==> src/rtl/i2cras_pkg.sv <==
// Shared types and constants for the I2C register access sequencer.
// Used by i2cras_buf and i2c_register_access_sequencer_top; no dependencies.
package i2cras_pkg;

  // Buffer geometry.
  localparam int MAX_LEN = 16;
  localparam int IDX_W   = $clog2(MAX_LEN);
  localparam int CNT_W   = $clog2(MAX_LEN + 1);

  // Operation codes of an input transaction.
  localparam logic [2:0] OP_START_READ  = 3'd0;
  localparam logic [2:0] OP_START_WRITE = 3'd1;
  localparam logic [2:0] OP_LOAD        = 3'd2;
  localparam logic [2:0] OP_STEP        = 3'd3;
  localparam logic [2:0] OP_ABORT       = 3'd4;

  // Result kinds.
  localparam logic [1:0] KIND_CMD  = 2'd0;
  localparam logic [1:0] KIND_RX   = 2'd1;
  localparam logic [1:0] KIND_NONE = 2'd2;

  // Read/write bit appended to the device address.
  localparam logic READ_BIT  = 1'b1;
  localparam logic WRITE_BIT = 1'b0;

  // Bus sequencing phase.
  typedef enum logic [3:0] {
    PH_IDLE   = 4'd0,
    PH_SADDR  = 4'd1,
    PH_SREG   = 4'd2,
    PH_WDATA  = 4'd3,
    PH_WSTOP  = 4'd4,
    PH_RSTART = 4'd5,
    PH_RADDR  = 4'd6,
    PH_RONE   = 4'd7,
    PH_RFIRST = 4'd8,
    PH_RMID   = 4'd9,
    PH_RLAST  = 4'd10,
    PH_RSTOP  = 4'd11
  } phase_t;

  // Control sequencer state.
  typedef enum logic [1:0] {
    ST_IDLE  = 2'd0,
    ST_EXEC  = 2'd1,
    ST_RDREQ = 2'd2,
    ST_RDOUT = 2'd3
  } ctl_state_t;

  // Input transaction payload.
  typedef struct packed {
    logic [2:0] operation;
    logic [6:0] device_address;
    logic [7:0] register_address;
    logic [4:0] byte_count;
    logic [7:0] data_byte;
    logic [3:0] load_index;
  } in_item_t;

  // Result transaction payload.
  typedef struct packed {
    logic [1:0] kind;
    logic       send_start;
    logic       send_stop;
    logic       ack_next;
    logic       tx_valid;
    logic [7:0] tx_byte;
    logic [7:0] rx_byte;
    logic [3:0] rx_index;
    logic       last;
    logic       busy_res;
  } out_item_t;

  // Access request to the data buffer.
  typedef struct packed {
    logic             we;
    logic [IDX_W-1:0] waddr;
    logic [7:0]       wdata;
    logic             re;
    logic [IDX_W-1:0] raddr;
  } buf_req_t;

endpackage

==> src/rtl/i2cras_buf.sv <==
// Data buffer of the sequencer: one write port, one registered read port.
// Depends on i2cras_pkg for the depth and the request struct.
module i2cras_buf (
  input  logic                clk,
  input  i2cras_pkg::buf_req_t req,
  output logic [7:0]          rdata
);
  import i2cras_pkg::*;

  logic [7:0] mem [MAX_LEN];
  logic [7:0] rdata_r;

  // Write port.
  always_ff @(posedge clk) begin
    if (req.we) begin
      mem[req.waddr] <= req.wdata;
    end
  end

  // Read port; data holds until the next read.
  always_ff @(posedge clk) begin
    if (req.re) begin
      rdata_r <= mem[req.raddr];
    end
  end

  assign rdata = rdata_r;

endmodule

==> src/rtl/i2c_register_access_sequencer_top.sv <==
// I2C master register read/write sequencer, top level.
// An accepted transaction is registered, and its result is loaded into the output
// register once the output is free; no new transaction is taken until then. After
// the final read stop, each received byte is read from the buffer and presented in turn.
// Reset (synchronous, active low) clears phase, control and output valid; the
// data buffer is not cleared. Depends on i2cras_pkg and i2cras_buf.
module i2c_register_access_sequencer_top (
  input  logic                 clk,
  input  logic                 rst_n,
  input  logic                 in_valid,
  output logic                 in_stall,
  input  i2cras_pkg::in_item_t in_data,
  output logic                 out_valid,
  input  logic                 out_stall,
  output i2cras_pkg::out_item_t out_data
);
  import i2cras_pkg::*;

  ctl_state_t       state_r, state_nxt;
  phase_t           phase_r, phase_nxt;
  in_item_t         item_r;
  logic             is_write_r, is_write_nxt;
  logic [6:0]       taddr_r, taddr_nxt;
  logic [7:0]       treg_r, treg_nxt;
  logic [CNT_W-1:0] len_r, len_nxt;
  logic [CNT_W-1:0] bc_r, bc_nxt;
  logic [CNT_W-1:0] rd_idx_r, rd_idx_nxt;
  logic             out_valid_r, out_valid_nxt;
  out_item_t        out_data_r, out_data_nxt;
  out_item_t        res;
  logic             load_en;
  logic             out_free;
  logic [CNT_W-1:0] len_clamp;
  logic [CNT_W-1:0] bc_inc;
  logic [7:0]       rdata;
  buf_req_t         req;

  i2cras_buf u_buf (
    .clk   (clk),
    .req   (req),
    .rdata (rdata)
  );

  // Handshake side signals.
  assign in_stall  = (state_r != ST_IDLE);
  assign out_valid = out_valid_r;
  assign out_data  = out_data_r;
  assign out_free  = !out_valid_r || !out_stall;

  // Length clamp to 1..MAX_LEN and the byte counter increment.
  always_comb begin
    if (item_r.byte_count == '0) begin
      len_clamp = CNT_W'(1);
    end else if (item_r.byte_count > CNT_W'(MAX_LEN)) begin
      len_clamp = CNT_W'(MAX_LEN);
    end else begin
      len_clamp = item_r.byte_count;
    end
    bc_inc = bc_r + CNT_W'(1);
  end

  // Sequencer: next state, buffer requests and the result.
  always_comb begin
    state_nxt    = state_r;
    phase_nxt    = phase_r;
    is_write_nxt = is_write_r;
    taddr_nxt    = taddr_r;
    treg_nxt     = treg_r;
    len_nxt      = len_r;
    bc_nxt       = bc_r;
    rd_idx_nxt   = rd_idx_r;
    load_en      = 1'b0;
    req          = '0;
    res          = '0;
    res.kind     = KIND_NONE;
    res.last     = 1'b1;

    case (state_r)
      ST_IDLE: begin
        // Prefetch the byte a write data phase would send.
        if (in_valid) begin
          state_nxt = ST_EXEC;
          req.re    = 1'b1;
          req.raddr = bc_r[IDX_W-1:0];
        end
      end

      ST_EXEC: begin
        if (out_free) begin
          load_en   = 1'b1;
          state_nxt = ST_IDLE;
          case (item_r.operation)
            OP_START_READ, OP_START_WRITE: begin
              if (phase_r == PH_IDLE) begin
                is_write_nxt   = item_r.operation[0];
                taddr_nxt      = item_r.device_address;
                treg_nxt       = item_r.register_address;
                len_nxt        = len_clamp;
                bc_nxt         = '0;
                phase_nxt      = PH_SADDR;
                res.kind       = KIND_CMD;
                res.send_start = 1'b1;
              end
            end

            OP_LOAD: begin
              if ({1'b0, item_r.load_index} < CNT_W'(MAX_LEN)) begin
                req.we    = 1'b1;
                req.waddr = item_r.load_index[IDX_W-1:0];
                req.wdata = item_r.data_byte;
              end
            end

            OP_ABORT: begin
              phase_nxt = PH_IDLE;
              bc_nxt    = '0;
            end

            OP_STEP: begin
              if (phase_r != PH_IDLE) begin
                res.kind = KIND_CMD;
                case (phase_r)
                  PH_SADDR: begin
                    phase_nxt    = PH_SREG;
                    res.tx_valid = 1'b1;
                    res.tx_byte  = {taddr_r, WRITE_BIT};
                  end
                  PH_SREG: begin
                    phase_nxt    = is_write_r ? PH_WDATA : PH_RSTART;
                    res.tx_valid = 1'b1;
                    res.tx_byte  = treg_r;
                  end
                  PH_WDATA: begin
                    bc_nxt       = bc_inc;
                    phase_nxt    = (bc_inc >= len_r) ? PH_WSTOP : PH_WDATA;
                    res.tx_valid = 1'b1;
                    res.tx_byte  = (bc_r < CNT_W'(MAX_LEN)) ? rdata : 8'h00;
                  end
                  PH_WSTOP: begin
                    phase_nxt     = PH_IDLE;
                    res.send_stop = 1'b1;
                  end
                  PH_RSTART: begin
                    phase_nxt      = PH_RADDR;
                    res.send_start = 1'b1;
                  end
                  PH_RADDR: begin
                    phase_nxt    = (len_r == CNT_W'(1)) ? PH_RONE : PH_RFIRST;
                    res.tx_valid = 1'b1;
                    res.tx_byte  = {taddr_r, READ_BIT};
                  end
                  PH_RONE: begin
                    phase_nxt = PH_RSTOP;
                  end
                  PH_RFIRST: begin
                    phase_nxt    = (len_r == CNT_W'(2)) ? PH_RLAST : PH_RMID;
                    res.ack_next = 1'b1;
                  end
                  PH_RMID: begin
                    req.we       = (bc_r < CNT_W'(MAX_LEN));
                    req.waddr    = bc_r[IDX_W-1:0];
                    req.wdata    = item_r.data_byte;
                    bc_nxt       = bc_inc;
                    phase_nxt    = (({1'b0, bc_inc} + (CNT_W+1)'(2)) >= {1'b0, len_r})
                                   ? PH_RLAST : PH_RMID;
                    res.ack_next = 1'b1;
                  end
                  PH_RLAST: begin
                    req.we    = (bc_r < CNT_W'(MAX_LEN));
                    req.waddr = bc_r[IDX_W-1:0];
                    req.wdata = item_r.data_byte;
                    bc_nxt    = bc_inc;
                    phase_nxt = PH_RSTOP;
                  end
                  PH_RSTOP: begin
                    // Final byte goes in, then the buffer is read out.
                    req.we        = (bc_r < CNT_W'(MAX_LEN));
                    req.waddr     = bc_r[IDX_W-1:0];
                    req.wdata     = item_r.data_byte;
                    bc_nxt        = '0;
                    phase_nxt     = PH_IDLE;
                    res.send_stop = 1'b1;
                    res.last      = 1'b0;
                    rd_idx_nxt    = '0;
                    state_nxt     = ST_RDREQ;
                  end
                  default: begin
                    phase_nxt = PH_IDLE;
                    res.kind  = KIND_NONE;
                  end
                endcase
              end
            end

            default: begin
            end
          endcase
          res.busy_res = (phase_nxt != PH_IDLE);
        end
      end

      ST_RDREQ: begin
        req.re    = 1'b1;
        req.raddr = rd_idx_r[IDX_W-1:0];
        state_nxt = ST_RDOUT;
      end

      ST_RDOUT: begin
        // One received byte per transaction; the last one ends the run.
        if (out_free) begin
          load_en      = 1'b1;
          res.kind     = KIND_RX;
          res.rx_byte  = rdata;
          res.rx_index = rd_idx_r[IDX_W-1:0];
          res.last     = ((rd_idx_r + CNT_W'(1)) == len_r);
          res.busy_res = 1'b0;
          rd_idx_nxt   = rd_idx_r + CNT_W'(1);
          state_nxt    = res.last ? ST_IDLE : ST_RDREQ;
        end
      end

      default: begin
        state_nxt = ST_IDLE;
      end
    endcase
  end

  // Output register next value.
  always_comb begin
    out_data_nxt = load_en ? res : out_data_r;
    if (load_en) begin
      out_valid_nxt = 1'b1;
    end else if (!out_stall) begin
      out_valid_nxt = 1'b0;
    end else begin
      out_valid_nxt = out_valid_r;
    end
  end

  // Control registers.
  always_ff @(posedge clk) begin
    if (!rst_n) begin
      state_r     <= ST_IDLE;
      phase_r     <= PH_IDLE;
      is_write_r  <= 1'b0;
      taddr_r     <= '0;
      treg_r      <= '0;
      len_r       <= '0;
      bc_r        <= '0;
      rd_idx_r    <= '0;
      out_valid_r <= 1'b0;
    end else begin
      state_r     <= state_nxt;
      phase_r     <= phase_nxt;
      is_write_r  <= is_write_nxt;
      taddr_r     <= taddr_nxt;
      treg_r      <= treg_nxt;
      len_r       <= len_nxt;
      bc_r        <= bc_nxt;
      rd_idx_r    <= rd_idx_nxt;
      out_valid_r <= out_valid_nxt;
    end
  end

  // Payload registers.
  always_ff @(posedge clk) begin
    if (in_valid && !in_stall) begin
      item_r <= in_data;
    end
    out_data_r <= out_data_nxt;
  end

  // A running transfer always has a length in range.
  a_len_range: assert property (@(posedge clk) disable iff (!rst_n)
    (phase_r != PH_IDLE) |-> (len_r != '0 && len_r <= CNT_W'(MAX_LEN)))
    else $error("transfer length out of range during a transfer");

  // The read-out index never passes the transfer length.
  a_rd_idx: assert property (@(posedge clk) disable iff (!rst_n)
    (state_r == ST_RDREQ || state_r == ST_RDOUT) |-> (rd_idx_r < len_r))
    else $error("read-out index beyond transfer length");

  // Received bytes are only delivered once the transfer has ended.
  a_rx_idle: assert property (@(posedge clk) disable iff (!rst_n)
    (load_en && res.kind == KIND_RX) |-> (phase_r == PH_IDLE && !res.busy_res))
    else $error("received byte delivered while a transfer is running");

endmodule

==> config.mk <==
export PLATFORM = sky130hd
export DESIGN_NAME = i2c_register_access_sequencer_top
export DESIGN_NICKNAME = d
export VERILOG_FILES = /design/src/rtl/i2cras_pkg.sv /design/src/rtl/i2cras_buf.sv /design/src/rtl/i2c_register_access_sequencer_top.sv
export SDC_FILE = /design/constraint.sdc
export NUM_CORES = 1
export LEC_CHECK = 0
export ABC_CLOCK_PERIOD_IN_PS = 3250
export BUFFER_PORTS_ARGS = -buffer_cell sky130_fd_sc_hd__buf_2
export CORE_MARGIN = 4
export CORE_UTILIZATION = 55
export CTS_CLUSTER_DIAMETER = 200
export DETAILED_ROUTE_END_ITERATION = 10
export HOLD_SLACK_MARGIN = 0.15
export PLACE_DENSITY = 0.84
export SYNTH_ARGS = -nofsm -noshare
export SYNTH_HDL_FRONTEND = slang
export SYNTH_SLANG_ARGS = --single-unit
==> constraint.sdc <==
create_clock -name clk -period 3.25 [get_ports clk]
set_input_delay 0.325 -clock clk [delete_from_list [all_inputs] [get_ports clk]]
set_output_delay 0.325 -clock clk [all_outputs]
set_load 0.01 [all_outputs]
# ---- Yosys cells after proc, flatten, opt, wreduce, memory -nomap -nowiden
# Memory sizes are Yosys's and may differ from the RTL's. A register that Yosys moved wholly into a read port is not among the register bits.
# Index checks and enable logic that the tools add are counted.
dict set report op_classes {
  add_sub_neg 3
  mux 63
  n_eq_ne 31
  n_reduce_logical 29
  order_cmp 4
}
# op count
set ops {}
lappend ops {{$mux 13} 4}
lappend ops {{$mux 5} 10}
lappend ops {{$pmux 9 s4} 1}
lappend ops {{$pmux 4 s8} 1}
lappend ops {{$pmux 5 s2} 3}
lappend ops {{$mux 14} 2}
lappend ops {{$mux 2} 13}
lappend ops {{$pmux 13 s2} 1}
lappend ops {{$mux 4} 5}
lappend ops {{$eq 4x3->1 const B} 4}
lappend ops {{$eq 4x4->1 const B} 4}
lappend ops {{$pmux 5 s3} 1}
lappend ops {{$mux 1} 12}
lappend ops {{$ne 2x2->1 const B} 6}
lappend ops {{$pmux 4 s3} 1}
lappend ops {{$reduce_and 6->1} 2}
lappend ops {{$mux 11} 1}
lappend ops {{$reduce_or 11->1} 1}
lappend ops {{$add 5x1->5 const B} 2}
lappend ops {{$reduce_or 2->1} 5}
lappend ops {{$mux 3} 3}
lappend ops {{$eq 4x2->1 const B} 2}
lappend ops {{$mux 8} 1}
lappend ops {{$pmux 2 s2} 2}
lappend ops {{32 further kinds} 43}
dict set report word_totals {
  ff_bits 101
  ramBits 128
  output_inout_bits 30
  in_bits 39
  memories 1
  word_cells 156
}
# memory words word_bits read_ports rd_ports_with_merged_regs wr line
set mem_list {}
lappend mem_list {u_buf.mem 16 8 1 1 1 i2cras_buf.sv:10} ;# logic [7:0] mem [MAX_LEN];

# ---- Depth between registers and ports, before layout
# Gate-level depths: netlist (run 1).
dict set report depth {
  depth_word 12
  ltp_mapped 10
  mapped_depth_nobuf 10
}

# ---- Modules after synthesis
# A second synthesis (run 1) with hierarchy kept.
dict set report hier_totals {
  hier_cells 695
  hier_area_um2 10012.1
}
# mod n_inst seq_area_each_um2 cells_each area_each_um2
set by_module_without_submodules {}
lappend by_module_without_submodules {i2cras_buf 1 4083.9 229 5227.5}
lappend by_module_without_submodules {i2c_register_access_sequencer_top 1 2652.5 466 4784.6}

# ---- Least setup slack after synthesis (run 1)
# OpenSTA, ideal clock, no wires.
dict set report synth_path {
  path_kind {register to register}
  start {register state_r[1]}
  end {register item_r[0] in the netlist's numbering (enable)}
  stages_incl_launch_ff 4
  setup_ns 0.427
  n_path_buf 1
  slack_ns 0.652
  t_arrival_ns 2.171
  synth_period_minus_slack_ns 2.598
  t_required_ns 2.823
  cell_sequence {dfxtp_1 or2_1 clkbuf_1 nor2_1}
}
dict set report synth_via {
  elab_chain_len 3
}
# element line
set synth_lines {}
lappend synth_lines {{start: declaration} i2c_register_access_sequencer_top.sv:19} ;# ctl_state_t state_r, state_nxt;
lappend synth_lines {{start signal: assignment} i2c_register_access_sequencer_top.sv:253} ;# state_r <= state_nxt;
lappend synth_lines {{$reduce_bool 2->1} i2c_register_access_sequencer_top.sv:45} ;# assign in_stall = (state_r != ST_IDLE);
lappend synth_lines {{via in_stall} i2c_register_access_sequencer_top.sv:11} ;# output logic in_stall,
lappend synth_lines {{$logic_not 1->1} i2c_register_access_sequencer_top.sv:267} ;# if (in_valid && !in_stall) begin
lappend synth_lines {{$logic_and 1x1->1} i2c_register_access_sequencer_top.sv:267}
lappend synth_lines {{end signal: assignment} i2c_register_access_sequencer_top.sv:268} ;# item_r <= in_data;
lappend synth_lines {{end: declaration} i2c_register_access_sequencer_top.sv:21} ;# in_item_t item_r;
# The timed path passes the listed nets, and every way through them passes these cells.
# A chain may end at the register's enable or synchronous reset.

# ---- Worst setup path after layout (run 1)
dict set report layout_path {
  start {register bc_r[2]}
  end {register u_buf.rdata_r[2], in the netlist u_buf.rdata[2] (read register of u_buf.mem) (data pin)}
}
dict set report layout_via {
  elab_chain_len 2
}
# element line
set layout_lines {}
lappend layout_lines {{start: declaration} i2c_register_access_sequencer_top.sv:26} ;# logic [CNT_W-1:0] bc_r, bc_nxt;
lappend layout_lines {{start signal: assignment} i2c_register_access_sequencer_top.sv:259} ;# bc_r <= bc_nxt;
lappend layout_lines {{$mux 5} i2c_register_access_sequencer_top.sv:81} ;# if (in_valid) begin
lappend layout_lines {{$pmux 5 s2} i2c_register_access_sequencer_top.sv:78} ;# case (state_r)
lappend layout_lines {{end: declaration} i2cras_buf.sv:11} ;# logic [7:0] rdata_r;
# No other way between the ends.

==> qor_table.md, run 1 <==
| Step | Parameter | This run |
| --- | --- | --- |
| run status | Result of the run | finished, final reports clean |
| final layout | Layout Area Growth over Synthesis | 19.4% |
| floorplanning | Count of standard-cell rows | 49 |
| floorplanning | Area of the die | 20600 um2 |
| worst setup path | Required arrival time at the worst endpoint | 3.49 ns |
| worst setup path | Setup crit start kind | flip-flop |
| worst setup path | Worst reg2reg setup slack | 0.57 ns |
| detailed routing | Average wire per cell in the routed design | 20.9 um |
| sta | Hold Violations, Final | 0 |
| floorplanning | Ports | 69 |
| synthesis | Fraction of registers with async set or reset after synthesis | 0% |
| sta | Min Clock Period, post-route | 2.68 ns |
| detailed routing | Total routed wirelength | 24200 um |
| min path | Worst hold path startpoint | in_valid |
| sta | Setup violators final | 0 |
| synthesis | Area of the mapped netlist | 10100 um2 |
| detailed routing | DRT iter0 DRCs | 700 |
| sta | Highest clock rate | 373 MHz |
| placed design | Post-DP HPWL | 15400 um |
| synthesis | Count of yosys warnings during synthesis | 0 |
| floorplanning | Die span in y | 143 um |
| synthesis | Main flop type after synthesis | sky130_fd_sc_hd__edfxtp_1 |
| synthesis | Gate count of the mapped netlist | 790 |
| floorplanning | Starting density of the core | 55.9% |
| sta | Final Max Tran Viols | 0 |
| worst setup path | R2R depth | 7 |
| clocking | H-Tree Level Count | 1 |
| clocking | Cell at the root of the clock tree | sky130_fd_sc_hd__clkbuf_16 |
| global routing | GRT Resource Usage Total | 23.7% |
| placed design | Cell total after placement | 1077 |
| sta | Worst Skew | 0.0147 ns |
| power | Cell Pwr Density | 546 nW/um2 |
| min path | Worst Hold Depth | 3 |
| sta | Share of the clock period used by the worst path after layout | 82.5% |
| flow run | Max-cap viol count | 0 |
| placed design | Pre-CTS setup slack | 0.623 ns |
| worst setup path | Max FO, Critical Path | 17 |
| sta | Hold Slack | 0.171 ns |
| final layout | Fill cell total of the finished layout | 1249 |
| power | Static leakage | 3.95 nW |
| final layout | Proportion of layout cells with a drive suffix above 1 | 18.4% |
| clocking | Number of gates given a new drive strength after cts | 0 |
| detailed routing | Routed Antenna Nets | 0 |
| global routing | Maximum number of pins on one net before global-route repair | 65 |
| final layout | Final standard cell count with taps included and fillers excluded | 1158 |
| final layout | Final design instance area without fill | 12000 um2 |
| clocking | Number of buffers added to fix hold violations after cts | 37 |
| sta | Setup repair after global routing missed its margin | false |
| synthesis | Distinct cell type count after synthesis | 58 |
| worst setup path | Critical path start-end classification | reg2reg |
| worst setup path | Start of the worst register-to-register path | bc_r[2]$_SDFFE_PN0P_ |
| placed design | GP Congestion | 0.985 |
| clocking | Clk pin slew, worst setup/hold paths | 0.06 ns |
| synthesis | Number of flops mapped to enable cells by yosys | 199 |
| final layout | Area of the multi-input gates | 3150 um2 |
| clocking | TritonCTS Buffers | 24 |
| sta | Worst setup margin | 0.569 ns |
| clocking | Sink Count | 237 |
| detailed routing | Number of iterations in the first detailed-routing pass | 6 |
| synthesis | Flop and latch count out of synthesis | 237 |
| placed design | Placed instance area | 10800 um2 |
| global routing | Via count of the first global-routing pass | 6824 |
| global routing | Initial antenna violation count | 1 |
| worst setup path | Worst EP arrival | 2.92 ns |
| worst setup path | Critical R2R Capture | u_buf.rdata[2]$_DFFE_PP_ |
| min path | Worst hold path class | in2reg |
| synthesis | Sequential share of the synthesized area | 66.8% |
| final layout | Core occupancy in the finished layout | 66.8% |
| detailed routing | DRC | 0 |
| sta | Tightest Pin Transition | 0.849 ns |
| clocking | Clock latency reported for the late side of the worst-skew pair | 0.52 ns |
| clocking | Number of buffers added for setup after CTS | 0 |
| power | Max VDD drop | 0.490 mV |
| detailed routing | Average via count per standard cell | 6.01 |
| sta | Final TNS setup | 0 ns |
| power | Post-layout total power | 6.57 mW |
| clocking | Maximum buffer depth of the clock tree | 3 |
| final layout | # diodes | 0 |
| floorplanning | Placeable core area | 18000 um2 |
| synthesis | Post-Syn Area per Cell | 12.8 um2 |
| synthesis | Post-synth net total | 841 |
| global routing | First-pass GRT wire length | 37500 um |
| placed design | Buffers on Ports | 68 |
| sta | Worst-case headroom to the max-slew limit | 43.2% |
| final layout | Number of nets in the layout | 962 |
| min path | Terminating pin of the worst hold path | state_r[0]$_SDFFE_PN0P_ |
| detailed routing | Total number of vias | 6960 |
| global routing | Overall overflow remaining after global route | 0 |
| worst setup path | Worst setup EP type | flip-flop |
| final layout | Sequential Area | 6740 um2 |
| floorplanning | Die W | 143 um |
| clocking | Clock tree from TritonCTS | done |
==> kinds of logic after synthesis <==
family	synth area share [%]
simple gates	13.8
mux	5.78
compound gates	8.86
buf+inv	2.31
xor+xnor	0.955
flops	66.8
fa+ha+maj	1.49
==> cell usage after synthesis, types with 6 or more instances <==
| library cell | n | area [um2] |
|---|---|---|
| sky130_fd_sc_hd__a21oi_1 | 52 | 260 |
| sky130_fd_sc_hd__a222oi_1 | 7 | 70.1 |
| sky130_fd_sc_hd__and2_1 | 10 | 62.6 |
| sky130_fd_sc_hd__and3_1 | 17 | 106 |
| sky130_fd_sc_hd__buf_2 | 6 | 30.0 |
| sky130_fd_sc_hd__clkbuf_1 | 35 | 131 |
| sky130_fd_sc_hd__dfxtp_1 | 38 | 761 |
| sky130_fd_sc_hd__edfxtp_1 | 199 | 5980 |
| sky130_fd_sc_hd__ha_1 | 12 | 150 |
| sky130_fd_sc_hd__inv_1 | 12 | 45.0 |
| sky130_fd_sc_hd__mux4_2 | 24 | 541 |
| sky130_fd_sc_hd__nand2_1 | 107 | 402 |
| sky130_fd_sc_hd__nand2b_1 | 7 | 43.8 |
| sky130_fd_sc_hd__nand3_1 | 8 | 40.0 |
| sky130_fd_sc_hd__nand3b_1 | 7 | 52.6 |
| sky130_fd_sc_hd__nor2_1 | 90 | 338 |
| sky130_fd_sc_hd__nor2b_1 | 10 | 62.6 |
| sky130_fd_sc_hd__nor3_1 | 13 | 65.1 |
| sky130_fd_sc_hd__nor3b_1 | 6 | 45.0 |
| sky130_fd_sc_hd__o211ai_1 | 20 | 150 |
| sky130_fd_sc_hd__o21ai_0 | 41 | 205 |
| sky130_fd_sc_hd__xnor2_1 | 6 | 52.6 |
==> sequential cells by signal, indices dropped and copies added, names as in the netlist <==
name / flops
len_r: 5
state_r: 2
u_buf.rdata: 8
is_write_r: 1
u_buf.mem: 128
treg_r: 8
out_data: 28
bc_r: 5
rd_idx_r: 5
taddr_r: 7
out_valid: 1
phase_r: 4
item_r: 35
==> critical path, stage by stage, from the launching register on <==
cell and delay [ns]:
sky130_fd_sc_hd__dfxtp_1 0.52, sky130_fd_sc_hd__nand2_1 0.11, sky130_fd_sc_hd__o21ai_1 0.16, sky130_fd_sc_hd__nand2b_1 0.42, sky130_fd_sc_hd__buf_12 0.32, sky130_fd_sc_hd__o211ai_1 0.08, sky130_fd_sc_hd__o21ai_0 0.22, sky130_fd_sc_hd__mux4_2 0.57
==> layout make-up <==
cell class | instances | share of cell area, %
sequential | 237 | 55.9
multi-input combinational | 496 | 26.1
tap | 229 | 2.38
clock inverter | 13 | 1.43
clock buffer | 31 | 5.47
inverter | 13 | 0.405
timing repair buffer | 139 | 8.23
==> metal layers <==
| layer | GRT usage, % | wire [um] | vias to the layer above | part of all wire [%] |
|---|---|---|---|---|
| li1 | - | - | 3181 | - |
| met1 | 30.3 | 9180 | 3350 | 38 |
| met2 | 40.3 | 12100 | 355 | 50 |
| met3 | 4.53 | 1930 | 72 | 8.0 |
| met4 | 9.37 | 1000 | 2 | 4.1 |
| met5 | 0 | 11 | - | 0.045 |
==> worst max-delay path by stage <==
| stage | startpoint | end | slack (ns) | depth (start not counted) |
|---|---|---|---|---|
| 6_report | bc_r[2]$_SDFFE_PN0P_ | u_buf.rdata[2]$_DFFE_PP_ | 0.57 | 7 |
| 5_1_grt | bc_r[0]$_SDFFE_PN0P_ | out_data[0]$_DFFE_PP_ | 0.42 | 10 |
| 4_1_cts | bc_r[0]$_SDFFE_PN0P_ | out_data[0]$_DFFE_PP_ | 0.61 | 10 |
| 3_5_place_dp | bc_r[0]$_SDFFE_PN0P_ | out_data[0]$_DFFE_PP_ | 0.62 | 10 |
| 3_3_place_gp | bc_r[0]$_SDFFE_PN0P_ | out_data[0]$_DFFE_PP_ | 0.66 | 10 |
| 2_1_floorplan | state_r[1]$_SDFFE_PN0P_ | item_r[0]$_DFFE_PP_ | 0.65 | 3 |
==> report_power, final <==
group | switching (mW) | internal (mW)
registers | 0.0348 | 3.34
logic | 0.194 | 0.125
clock network | 1.12 | 1.75
total | 1.35 | 5.22
==> placed cells by master, fill, tap and decap left out, drive strengths merged, types with 3 or more instances in the layout <==
master	count
and2	10
nand2b	7
a21oi	52
xor2	5
buf	102
nor2	90
or3	4
nand3b	7
nor2b	10
mux4	24
inv	12
nand3	8
clkinvlp	3
a22oi	3
nor3	13
and3	17
clkinv	7
o21ai	46
nor3b	6
a211oi	3
ha	12
a222oi	7
nand2	108
a31oi	3
bufinv	4
xnor2	6
o211ai	20
edfxtp	199
dlygate4sd3	37
dfxtp	38
clkbuf	31
(Power assumes the default switching activity.)
==> run 2: changes to the inputs <==
--- a/config.mk
+++ b/config.mk
@@ -5,7 +5,7 @@
 export SDC_FILE = /design/constraint.sdc
 export NUM_CORES = 1
 export LEC_CHECK = 0
-export ABC_CLOCK_PERIOD_IN_PS = 3250
+export ABC_CLOCK_PERIOD_IN_PS = 2500
 export BUFFER_PORTS_ARGS = -buffer_cell sky130_fd_sc_hd__buf_2
 export CORE_MARGIN = 4
 export CORE_UTILIZATION = 55
==> constraint.sdc (replaced) <==
create_clock -name clk -period 2.5 [get_ports clk]
set_input_delay 0.25 -clock clk [delete_from_list [all_inputs] [get_ports clk]]
set_output_delay 0.25 -clock clk [all_outputs]
set_load 0.01 [all_outputs]
==> run 2 against run 1 <==
Against the previous run: clock skew about the same; clock power grew 33%; sequential share of layout area decreased by 1.2 points; combinational power grew 36%; critical path type unchanged.
==> qor_table.md, run 2 (synthesis results as in run 1) <==
| Step | Parameter | This run | Change |
| --- | --- | --- | --- |
| final layout | Most common cell after layout, fill and taps aside | sky130_fd_sc_hd__edfxtp_1 |  |
| sta | Worst Skew | 0.0148 ns | +0.0000690 ns |
| power | Share of total power consumed by net switching | 20.6% | about the same |
| final layout | # diodes | 0 | unchanged |
| final layout | Number of flip-flops under the largest register name | 128 | unchanged |
| global routing | First-pass GRT wire length | 37500 um | about the same |
| floorplanning | Count of standard-cell rows | 49 | unchanged |
| sta | Tightest Pin Transition | 0.858 ns | +0.00931 ns |
| worst setup path | Worst reg2reg setup slack | 0.1 ns | -0.47 ns |
| power | Share of power burned in combinational logic | 5.0% | +0.2 points |
| global routing | Maximum number of pins on one net before global-route repair | 50 | -23% |
| global routing | Overall overflow remaining after global route | 0 | unchanged |
| clocking | Clock latency reported for the late side of the worst-skew pair | 0.53 ns | about the same |
| power | Max VDD drop | 0.777 mV | +58% |
| global routing | Initial antenna violation count | 0 | -1 |
| detailed routing | Routed Antenna Nets | 0 | unchanged |
| min path | Terminating pin of the worst hold path | item_r[24]$_DFFE_PP_ |  |
| floorplanning | Starting density of the core | 55.9% | unchanged |
| detailed routing | Total routed wirelength | 24000 um | -0.72% |
| clocking | Number of buffers added for setup after CTS | 0 | unchanged |
| worst setup path | Critical R2R Capture | u_buf.mem[9][6]$_DFFE_PP_ |  |
| power | Static leakage | 4.10 nW | +3.7% |
| worst setup path | Worst setup EP type | flip-flop |  |
| sta | Share of the clock period used by the worst path after layout | 96.1% | +14 points |
| floorplanning | Die span in y | 143 um | unchanged |
| power | Power spent charging and discharging nets | 1.78 mW | +32% |
| placed design | Buffers on Ports | 68 | unchanged |
| sta | Highest clock rate | 416 MHz | +12% |
| sta | Setup violators final | 0 | unchanged |
| final layout | Largest Register | u_buf.mem |  |
| floorplanning | Die W | 143 um | unchanged |
| power | Cell Pwr Density | 704 nW/um2 | +29% |
| detailed routing | DRC | 0 | unchanged |
| clocking | H-Tree Level Count | 1 | unchanged |
| clocking | Cell at the root of the clock tree | sky130_fd_sc_hd__clkbuf_16 |  |
| placed design | Post-DP HPWL | 15700 um | +1.9% |
| floorplanning | Placeable core area | 18000 um2 | unchanged |
| sta | Final Max Tran Viols | 0 | unchanged |
| clocking | Sink Count | 237 | unchanged |
| sta | Setup repair after global routing missed its margin | false |  |
| power | Clock network power share | 44.2% | +0.5 points |
| global routing | Via count of the first global-routing pass | 6899 | +1.1% |
| power | Sequential power share | 50.8% | -0.6 points |
| min path | Worst hold path startpoint | in_valid |  |
| final layout | Layout Area Growth over Synthesis | 21.9% |  |
| final layout | Fill cell total of the finished layout | 1206 | -3.4% |
| worst setup path | R2R depth | 8 | +1 |
| sta | Final TNS setup | 0 ns | unchanged |
| sta | Worst setup margin | 0.0986 ns | -0.470 ns |
| sta | Worst-case headroom to the max-slew limit | 42.6% | -0.62 points |
| floorplanning | Ports | 69 | unchanged |
| worst setup path | Crit path launch | phase_r[0]$_SDFFE_PN0P_ |  |
| detailed routing | Average via count per standard cell | 5.88 | -2.2% |
| worst setup path | Critical path start-end classification | reg2reg |  |
| placed design | GP Congestion | 0.932 | -5.4% |
| floorplanning | Area of the die | 20600 um2 | unchanged |
| sta | Hold Violations, Final | 0 | unchanged |
| detailed routing | Total number of vias | 6956 | -0.057% |
| worst setup path | Required arrival time at the worst endpoint | 2.73 ns | -0.76 ns |
| worst setup path | Setup crit start kind | flip-flop |  |
| final layout | Top library cells by usage in the layout, fill and taps aside | sky130_fd_sc_hd__edfxtp_1 (199), sky130_fd_sc_hd__nand2_1 (107), sky130_fd_sc_hd__nor2_1 (89) |  |
| run status | Result of the run | finished, final reports clean |  |
| sta | Min Clock Period, post-route | 2.40 ns | -0.280 ns |
| flow run | Max-cap viol count | 0 | unchanged |
| min path | Worst hold path class | in2reg |  |
| detailed routing | DRT iter0 DRCs | 615 | -12% |
| clocking | Clk pin slew, worst setup/hold paths | 0.07 ns | about the same |
| placed design | Pre-CTS setup slack | 0.136 ns | -0.488 ns |
| clocking | TritonCTS Buffers | 24 | unchanged |
| final layout | Proportion of layout cells with a drive suffix above 1 | 20.9% | +2.5 points |
| clocking | Clock tree from TritonCTS | done |  |
| global routing | GRT Resource Usage Total | 23.5% | -0.21 points |
| final layout | Number of nets in the layout | 987 | +2.6% |
| clocking | Maximum buffer depth of the clock tree | 3 | unchanged |
| power | Internal Dissipation | 6.87 mW | +32% |
| min path | Worst Hold Depth | 3 | unchanged |
| worst setup path | Worst EP arrival | 2.63 ns | -0.29 ns |
| worst setup path | Start of the worst register-to-register path | phase_r[0]$_SDFFE_PN0P_ |  |
| detailed routing | Number of iterations in the first detailed-routing pass | 5 | -1 |
| detailed routing | Average wire per cell in the routed design | 20.3 um | -2.8% |
| worst setup path | Max FO, Critical Path | 18 | +1 |
## run 2: cell types whose count changed in the layout (fill, tap and decap cells not counted), sizes merged
cell and change:
buf +24, bufinv +1, clkbuf -2, clkinv +1, clkinvlp -1, dlygate4sd3 +1, inv +1
## run 2: per-layer routing
layer / track usage, % / part of all wire (%)
met2: 42.0 / 52
met3: 4.26 / 8.0
met4: 6.79 / 2.7
met1: 29.4 / 37
met5: 0 / 0
## run 2: critical path: stages, from the launching register on
cell and delay, ns:
sky130_fd_sc_hd__dfxtp_1 0.33, sky130_fd_sc_hd__buf_4 0.22, sky130_fd_sc_hd__or2_1 0.17, sky130_fd_sc_hd__and3_1 0.27, sky130_fd_sc_hd__nand2_1 0.09, sky130_fd_sc_hd__o22ai_1 0.23, sky130_fd_sc_hd__nand4_1 0.37, sky130_fd_sc_hd__nor2_1 0.23
sky130_fd_sc_hd__buf_4 0.21
## run 2: worst max path at each step
stage | to | slack [ns] | depth (start not counted)
2_1_floorplan | u_buf.rdata[5]$_DFFE_PP_ | 0.05 | 8
3_3_place_gp | out_data[0]$_DFFE_PP_ | 0.17 | 10
3_5_place_dp | out_data[0]$_DFFE_PP_ | 0.14 | 10
4_1_cts | out_data[0]$_DFFE_PP_ | 0.12 | 10
5_1_grt | out_data[0]$_DFFE_PP_ | 0.005 | 10
6_report | u_buf.mem[9][6]$_DFFE_PP_ | 0.1 | 8
## run 2: power by group through the flow
stage | sequential (mW) | clock, mW | combinational [mW]
4_1_cts | 4.39 | 3.87 | 0.427
3_3_place_gp | 4.47 | 0 | 0.370
3_5_place_dp | 4.48 | 0 | 0.379
5_1_grt | 4.40 | 4.04 | 0.467
6_report | 4.39 | 3.83 | 0.431
2_1_floorplan | 4.47 | 0 | 0.214
## run 2: metrics by stage
stage	cells	area [um2]	hold slack, ns	total power, mW	util, %
3_3_place_gp	1101	11000	0.427	4.84	61.3
3_5_place_dp	1101	11000	0.429	4.85	61.3
6_report	1183	12300	0.225	8.65	68.2
2_1_floorplan	790	10100	0.349	4.68	-
5_1_grt	1183	12300	0.235	8.91	68.2
4_1_cts	1183	12300	0.212	8.69	68.1
## run 2: layout make-up
type	count	area [um2]	share of cell area, %
clock buffers	29	639	5.20
clock inverters	15	218	1.77
inverters	13	48.8	0.397
multi-input cells	496	3160	25.7
flip-flops and latches	237	6740	54.8
well taps	229	287	2.33
repair buffers	164	1210	9.81
## run 2: what timing repair did
| action | 4_1_cts | 5_1_grt |
|---|---|---|
| endpoints found under the hold margin | 38 | 0 |
| setup endpoints to repair | 0 | 3 |
| gates resized for setup | 0 | 2 |
| hold buffers | 38 | 0 |
==> run 3: changes to the inputs <==
--- a/config.mk
+++ b/config.mk
@@ -5,6 +5,7 @@
 export SDC_FILE = /design/constraint.sdc
 export NUM_CORES = 1
 export LEC_CHECK = 0
+export ABC_AREA = 1
 export ABC_CLOCK_PERIOD_IN_PS = 2500
 export BUFFER_PORTS_ARGS = -buffer_cell sky130_fd_sc_hd__buf_2
 export CORE_MARGIN = 4
==> run 3 against run 2 <==
Against the previous run: clock power grew 12%; final area rose by 2.3%; power is 7.1% higher; clock skew rose by 0.00067 ns; setup slack better by 0.032 ns.
==> qor_table.md, run 3 <==
| Step | Parameter | This run | Change |
| --- | --- | --- | --- |
| run status | Result of the run | finished, final reports clean |  |
| synthesis | Most used standard cells in the synthesized netlist | sky130_fd_sc_hd__edfxtp_1 (199), sky130_fd_sc_hd__nand2_1 (151), sky130_fd_sc_hd__inv_1 (138) |  |
| clocking | Clk pin slew, worst setup/hold paths | 0.06 ns | about the same |
| synthesis | Cell taking the most area after synthesis | sky130_fd_sc_hd__edfxtp_1 |  |
| worst setup path | Library cell contributing the largest single delay on the critical path | sky130_fd_sc_hd__clkinvlp_4 |  |
| power | Cell Pwr Density | 737 nW/um2 | +4.7% |
| sta | Setup violators final | 0 | unchanged |
| worst setup path | Critical path start-end classification | reg2reg |  |
| clocking | Clock latency reported for the late side of the worst-skew pair | 0.53 ns | about the same |
| floorplanning | Die span in y | 145 um | +1.0% |
| synthesis | Area of the mapped netlist | 10300 um2 | +2.1% |
| power | Share of total power consumed by net switching | 21.1% | +0.55 points |
| power | Max VDD drop | 0.714 mV | -8.1% |
| synthesis | Sequential share of the synthesized area | 65.4% | -1.4 points |
| worst setup path | Worst setup EP type | flip-flop |  |
| placed design | Placed instance area | 11200 um2 | +0.97% |
| global routing | Via count of the first global-routing pass | 7717 | +12% |
| synthesis | Distinct cell type count after synthesis | 39 | -33% |
| sta | Worst Skew | 0.0155 ns | +0.000666 ns |
| placed design | Buffers on Ports | 68 | unchanged |
| global routing | Maximum number of pins on one net before global-route repair | 73 | +46% |
| sta | Highest clock rate | 422 MHz | +1.3% |
| clocking | H-Tree Level Count | 1 | unchanged |
| synthesis | Gate count of the mapped netlist | 959 | +21% |
| detailed routing | Total routed wirelength | 26600 um | +11% |
| worst setup path | Max FO, Critical Path | 16 | -2 |
| clocking | Sink Count | 237 | unchanged |
| power | Sequential power share | 47.6% | -3.2 points |
| synthesis | Top-area cell type share of the netlist area | 58.0% | -1.2 points |
| clocking | Clock tree from TritonCTS | done |  |
| final layout | Final design instance area without fill | 12600 um2 | +2.3% |
| sta | Final Max Tran Viols | 0 | unchanged |
| synthesis | Fraction of registers with async set or reset after synthesis | 0% | unchanged |
| final layout | Proportion of layout cells with a drive suffix above 1 | 18.4% | -2.4 points |
| sta | Min Clock Period, post-route | 2.37 ns | -0.0317 ns |
| global routing | Initial antenna violation count | 0 | unchanged |
| worst setup path | Sequence of cells on the critical path | inv_2 > nand2_1 > o21ai_2 > clkinvlp_4 > o211ai_1 > nand3_1 > nand3_1 > nand2_1 |  |
| sta | Worst setup margin | 0.130 ns | +0.0317 ns |
| min path | Worst hold path class | in2reg |  |
| detailed routing | Average via count per standard cell | 5.71 | -2.9% |
| power | Post-layout total power | 9.27 mW | +7.1% |
| synthesis | Count of yosys warnings during synthesis | 0 | unchanged |
| synthesis | Most used standard cell by instance count after synthesis | sky130_fd_sc_hd__edfxtp_1 |  |
| worst setup path | Required arrival time at the worst endpoint | 2.78 ns | +0.05 ns |
| synthesis | Flop and latch count out of synthesis | 237 | unchanged |
| final layout | Largest Register | u_buf.mem |  |
| synthesis | Post-synth net total | 1010 | +20% |
| worst setup path | Setup crit start kind | flip-flop |  |
| synthesis | Main flop type after synthesis | sky130_fd_sc_hd__edfxtp_1 |  |
| power | Power spent charging and discharging nets | 1.96 mW | +10% |
| detailed routing | Total number of vias | 7779 | +12% |
| global routing | GRT Resource Usage Total | 25.7% | +2.2 points |
| worst setup path | Worst EP arrival | 2.65 ns | +0.02 ns |
| power | Clock network power share | 46.3% | +2.1 points |
| floorplanning | Ports | 69 | unchanged |
| floorplanning | Placeable core area | 18200 um2 | +1.0% |
| floorplanning | Die W | 145 um | +1.0% |
| synthesis | Post-Syn Area per Cell | 10.7 um2 | -16% |
| final layout | Layout Area Growth over Synthesis | 22.1% |  |
| sta | Worst-case headroom to the max-slew limit | 39.0% | -3.6 points |
| placed design | GP Congestion | 0.932 | about the same |
| power | Static leakage | 4.86 nW | +19% |
| final layout | Most common cell after layout, fill and taps aside | sky130_fd_sc_hd__edfxtp_1 |  |
| placed design | Post-DP HPWL | 16800 um | +7.0% |
| detailed routing | Average wire per cell in the routed design | 19.6 um | -3.7% |
| worst setup path | CP top delay family | compound AO/OA/AOI/OAI gates |  |
| synthesis | Number of flops mapped to enable cells by yosys | 199 | unchanged |
| final layout | # diodes | 0 | unchanged |
| power | Share of power burned in combinational logic | 6.1% | +1.1 points |
| sta | Tightest Pin Transition | 0.915 ns | +0.0567 ns |
| worst setup path | Sum of buffers and inverters on the critical path | 2 | unchanged |
| detailed routing | Number of iterations in the first detailed-routing pass | 6 | +1 |
| final layout | Fill cell total of the finished layout | 1256 | +4.1% |
| worst setup path | Slowest stage delay, CP | 0.44 ns | +0.07 ns |
| placed design | Pre-CTS setup slack | 0.135 ns | -0.00104 ns |
| flow run | Max-cap viol count | 0 | unchanged |
| global routing | First-pass GRT wire length | 41600 um | +11% |
| synthesis | Biggest area contributors in the synthesized netlist | sky130_fd_sc_hd__edfxtp_1 (58%), sky130_fd_sc_hd__dfxtp_1 (7.4%), sky130_fd_sc_hd__nand2_1 (5.5%), sky130_fd_sc_hd__inv_1 (5.0%), sky130_fd_sc_hd__o211ai_1 (4.7%) |  |
| floorplanning | Count of standard-cell rows | 49 | unchanged |
| detailed routing | DRC | 0 | unchanged |
| global routing | Overall overflow remaining after global route | 0 | unchanged |
| floorplanning | Area of the die | 21000 um2 | +2.0% |
| clocking | Cell at the root of the clock tree | sky130_fd_sc_hd__clkbuf_16 |  |
| floorplanning | Starting density of the core | 56.6% | +0.62 points |
| final layout | Top library cells by usage in the layout, fill and taps aside | sky130_fd_sc_hd__edfxtp_1 (199), sky130_fd_sc_hd__nand2_1 (151), sky130_fd_sc_hd__inv_1 (136) |  |
| sta | Share of the clock period used by the worst path after layout | 94.8% | -1.3 points |
| sta | Hold Violations, Final | 0 | unchanged |
| final layout | Number of nets in the layout | 1164 | +18% |
| power | Internal Dissipation | 7.31 mW | +6.4% |
| detailed routing | Routed Antenna Nets | 0 | unchanged |
| final layout | Number of flip-flops under the largest register name | 128 | unchanged |
| clocking | TritonCTS Buffers | 26 | +8.3% |
| clocking | Maximum buffer depth of the clock tree | 3 | unchanged |
| detailed routing | DRT iter0 DRCs | 830 | +35% |
## run 3: cell type report
class | count | area [um2] | share of cell area [%]
well taps | 229 | 287 | 2.28
clock inverters | 18 | 307 | 2.44
inverters | 153 | 586 | 4.66
repair buffers | 156 | 1120 | 8.93
flip-flops and latches | 237 | 6740 | 53.6
multi-input cells | 538 | 2860 | 22.8
repair inverters | 1 | 7.51 | 0.0597
clock buffers | 30 | 666 | 5.29
## run 3: logic make-up after synthesis
group | Yosys count | share of synthesized area, %
and+or+nand+nor | 361 | 15.1
DFF | 237 | 65.4
buffers and inverters | 184 | 7.26
AOI/OAI and AO/OA | 155 | 9.89
adders and majority gates | 12 | 1.46
xor gates and xnor gates | 10 | 0.850
## run 3: worst register-to-register path, cell delays in order, from the launching register on
cell and delay, ns:
sky130_fd_sc_hd__dfxtp_1 0.32, sky130_fd_sc_hd__inv_2 0.09, sky130_fd_sc_hd__nand2_1 0.19, sky130_fd_sc_hd__o21ai_2 0.39, sky130_fd_sc_hd__clkinvlp_4 0.44, sky130_fd_sc_hd__o211ai_1 0.36, sky130_fd_sc_hd__nand3_1 0.14, sky130_fd_sc_hd__nand3_1 0.12
sky130_fd_sc_hd__nand2_1 0.08
## run 3: routing by layer
| layer | GRT usage, % | routed length (um) |
|---|---|---|
| met5 | 0 | 0 |
| met2 | 43.6 | 12900 |
| met4 | 8.54 | 851 |
| met3 | 4.90 | 2610 |
| met1 | 33.5 | 10300 |
## run 3: final timing paths
path,to,slack [ns],cells after the start,startpoint
worst max-delay path,u_buf.rdata[5]$_DFFE_PP_,0.13,8,state_r[0]$_SDFFE_PN0P_
worst min-delay path,item_r[4]$_DFFE_PP_,0.42,2,in_data[4]
worst max register to register,u_buf.rdata[5]$_DFFE_PP_,0.13,8,state_r[0]$_SDFFE_PN0P_
worst min register to register,treg_r[7]$_SDFFE_PN0P_,0.48,2,treg_r[7]$_SDFFE_PN0P_
## run 3: power groups by stage
stage               clock network, mW  registers (mW)  logic (mW)
floorplan                           0            4.49       0.296
global placement                    0            4.49       0.485
detailed placement                  0            4.49       0.496
CTS                              4.32            4.41       0.549
global route                     4.52            4.41       0.624
finish                           4.29            4.41       0.565
## run 3: what timing repair did
item,in CTS,in global routing
endpoints found under the hold margin,49,0
endpoints found under the setup margin,0,51
hold buffers,39,0
gates resized for setup,0,15
buffers inserted,0,1
## run 3: metrics by stage
step | instances | util [%] | hold slack [ns] | setup TNS (ns)
after floorplan | 959 | - | 0.349 | 0
final | 1362 | 69.1 | 0.421 | 0
after global placement | 1273 | 61.2 | 0.427 | 0
after CTS | 1360 | 68.7 | 0.408 | 0
after detailed placement | 1273 | 61.2 | 0.428 | 0
after global routing | 1362 | 69.1 | 0.421 | -0.0199
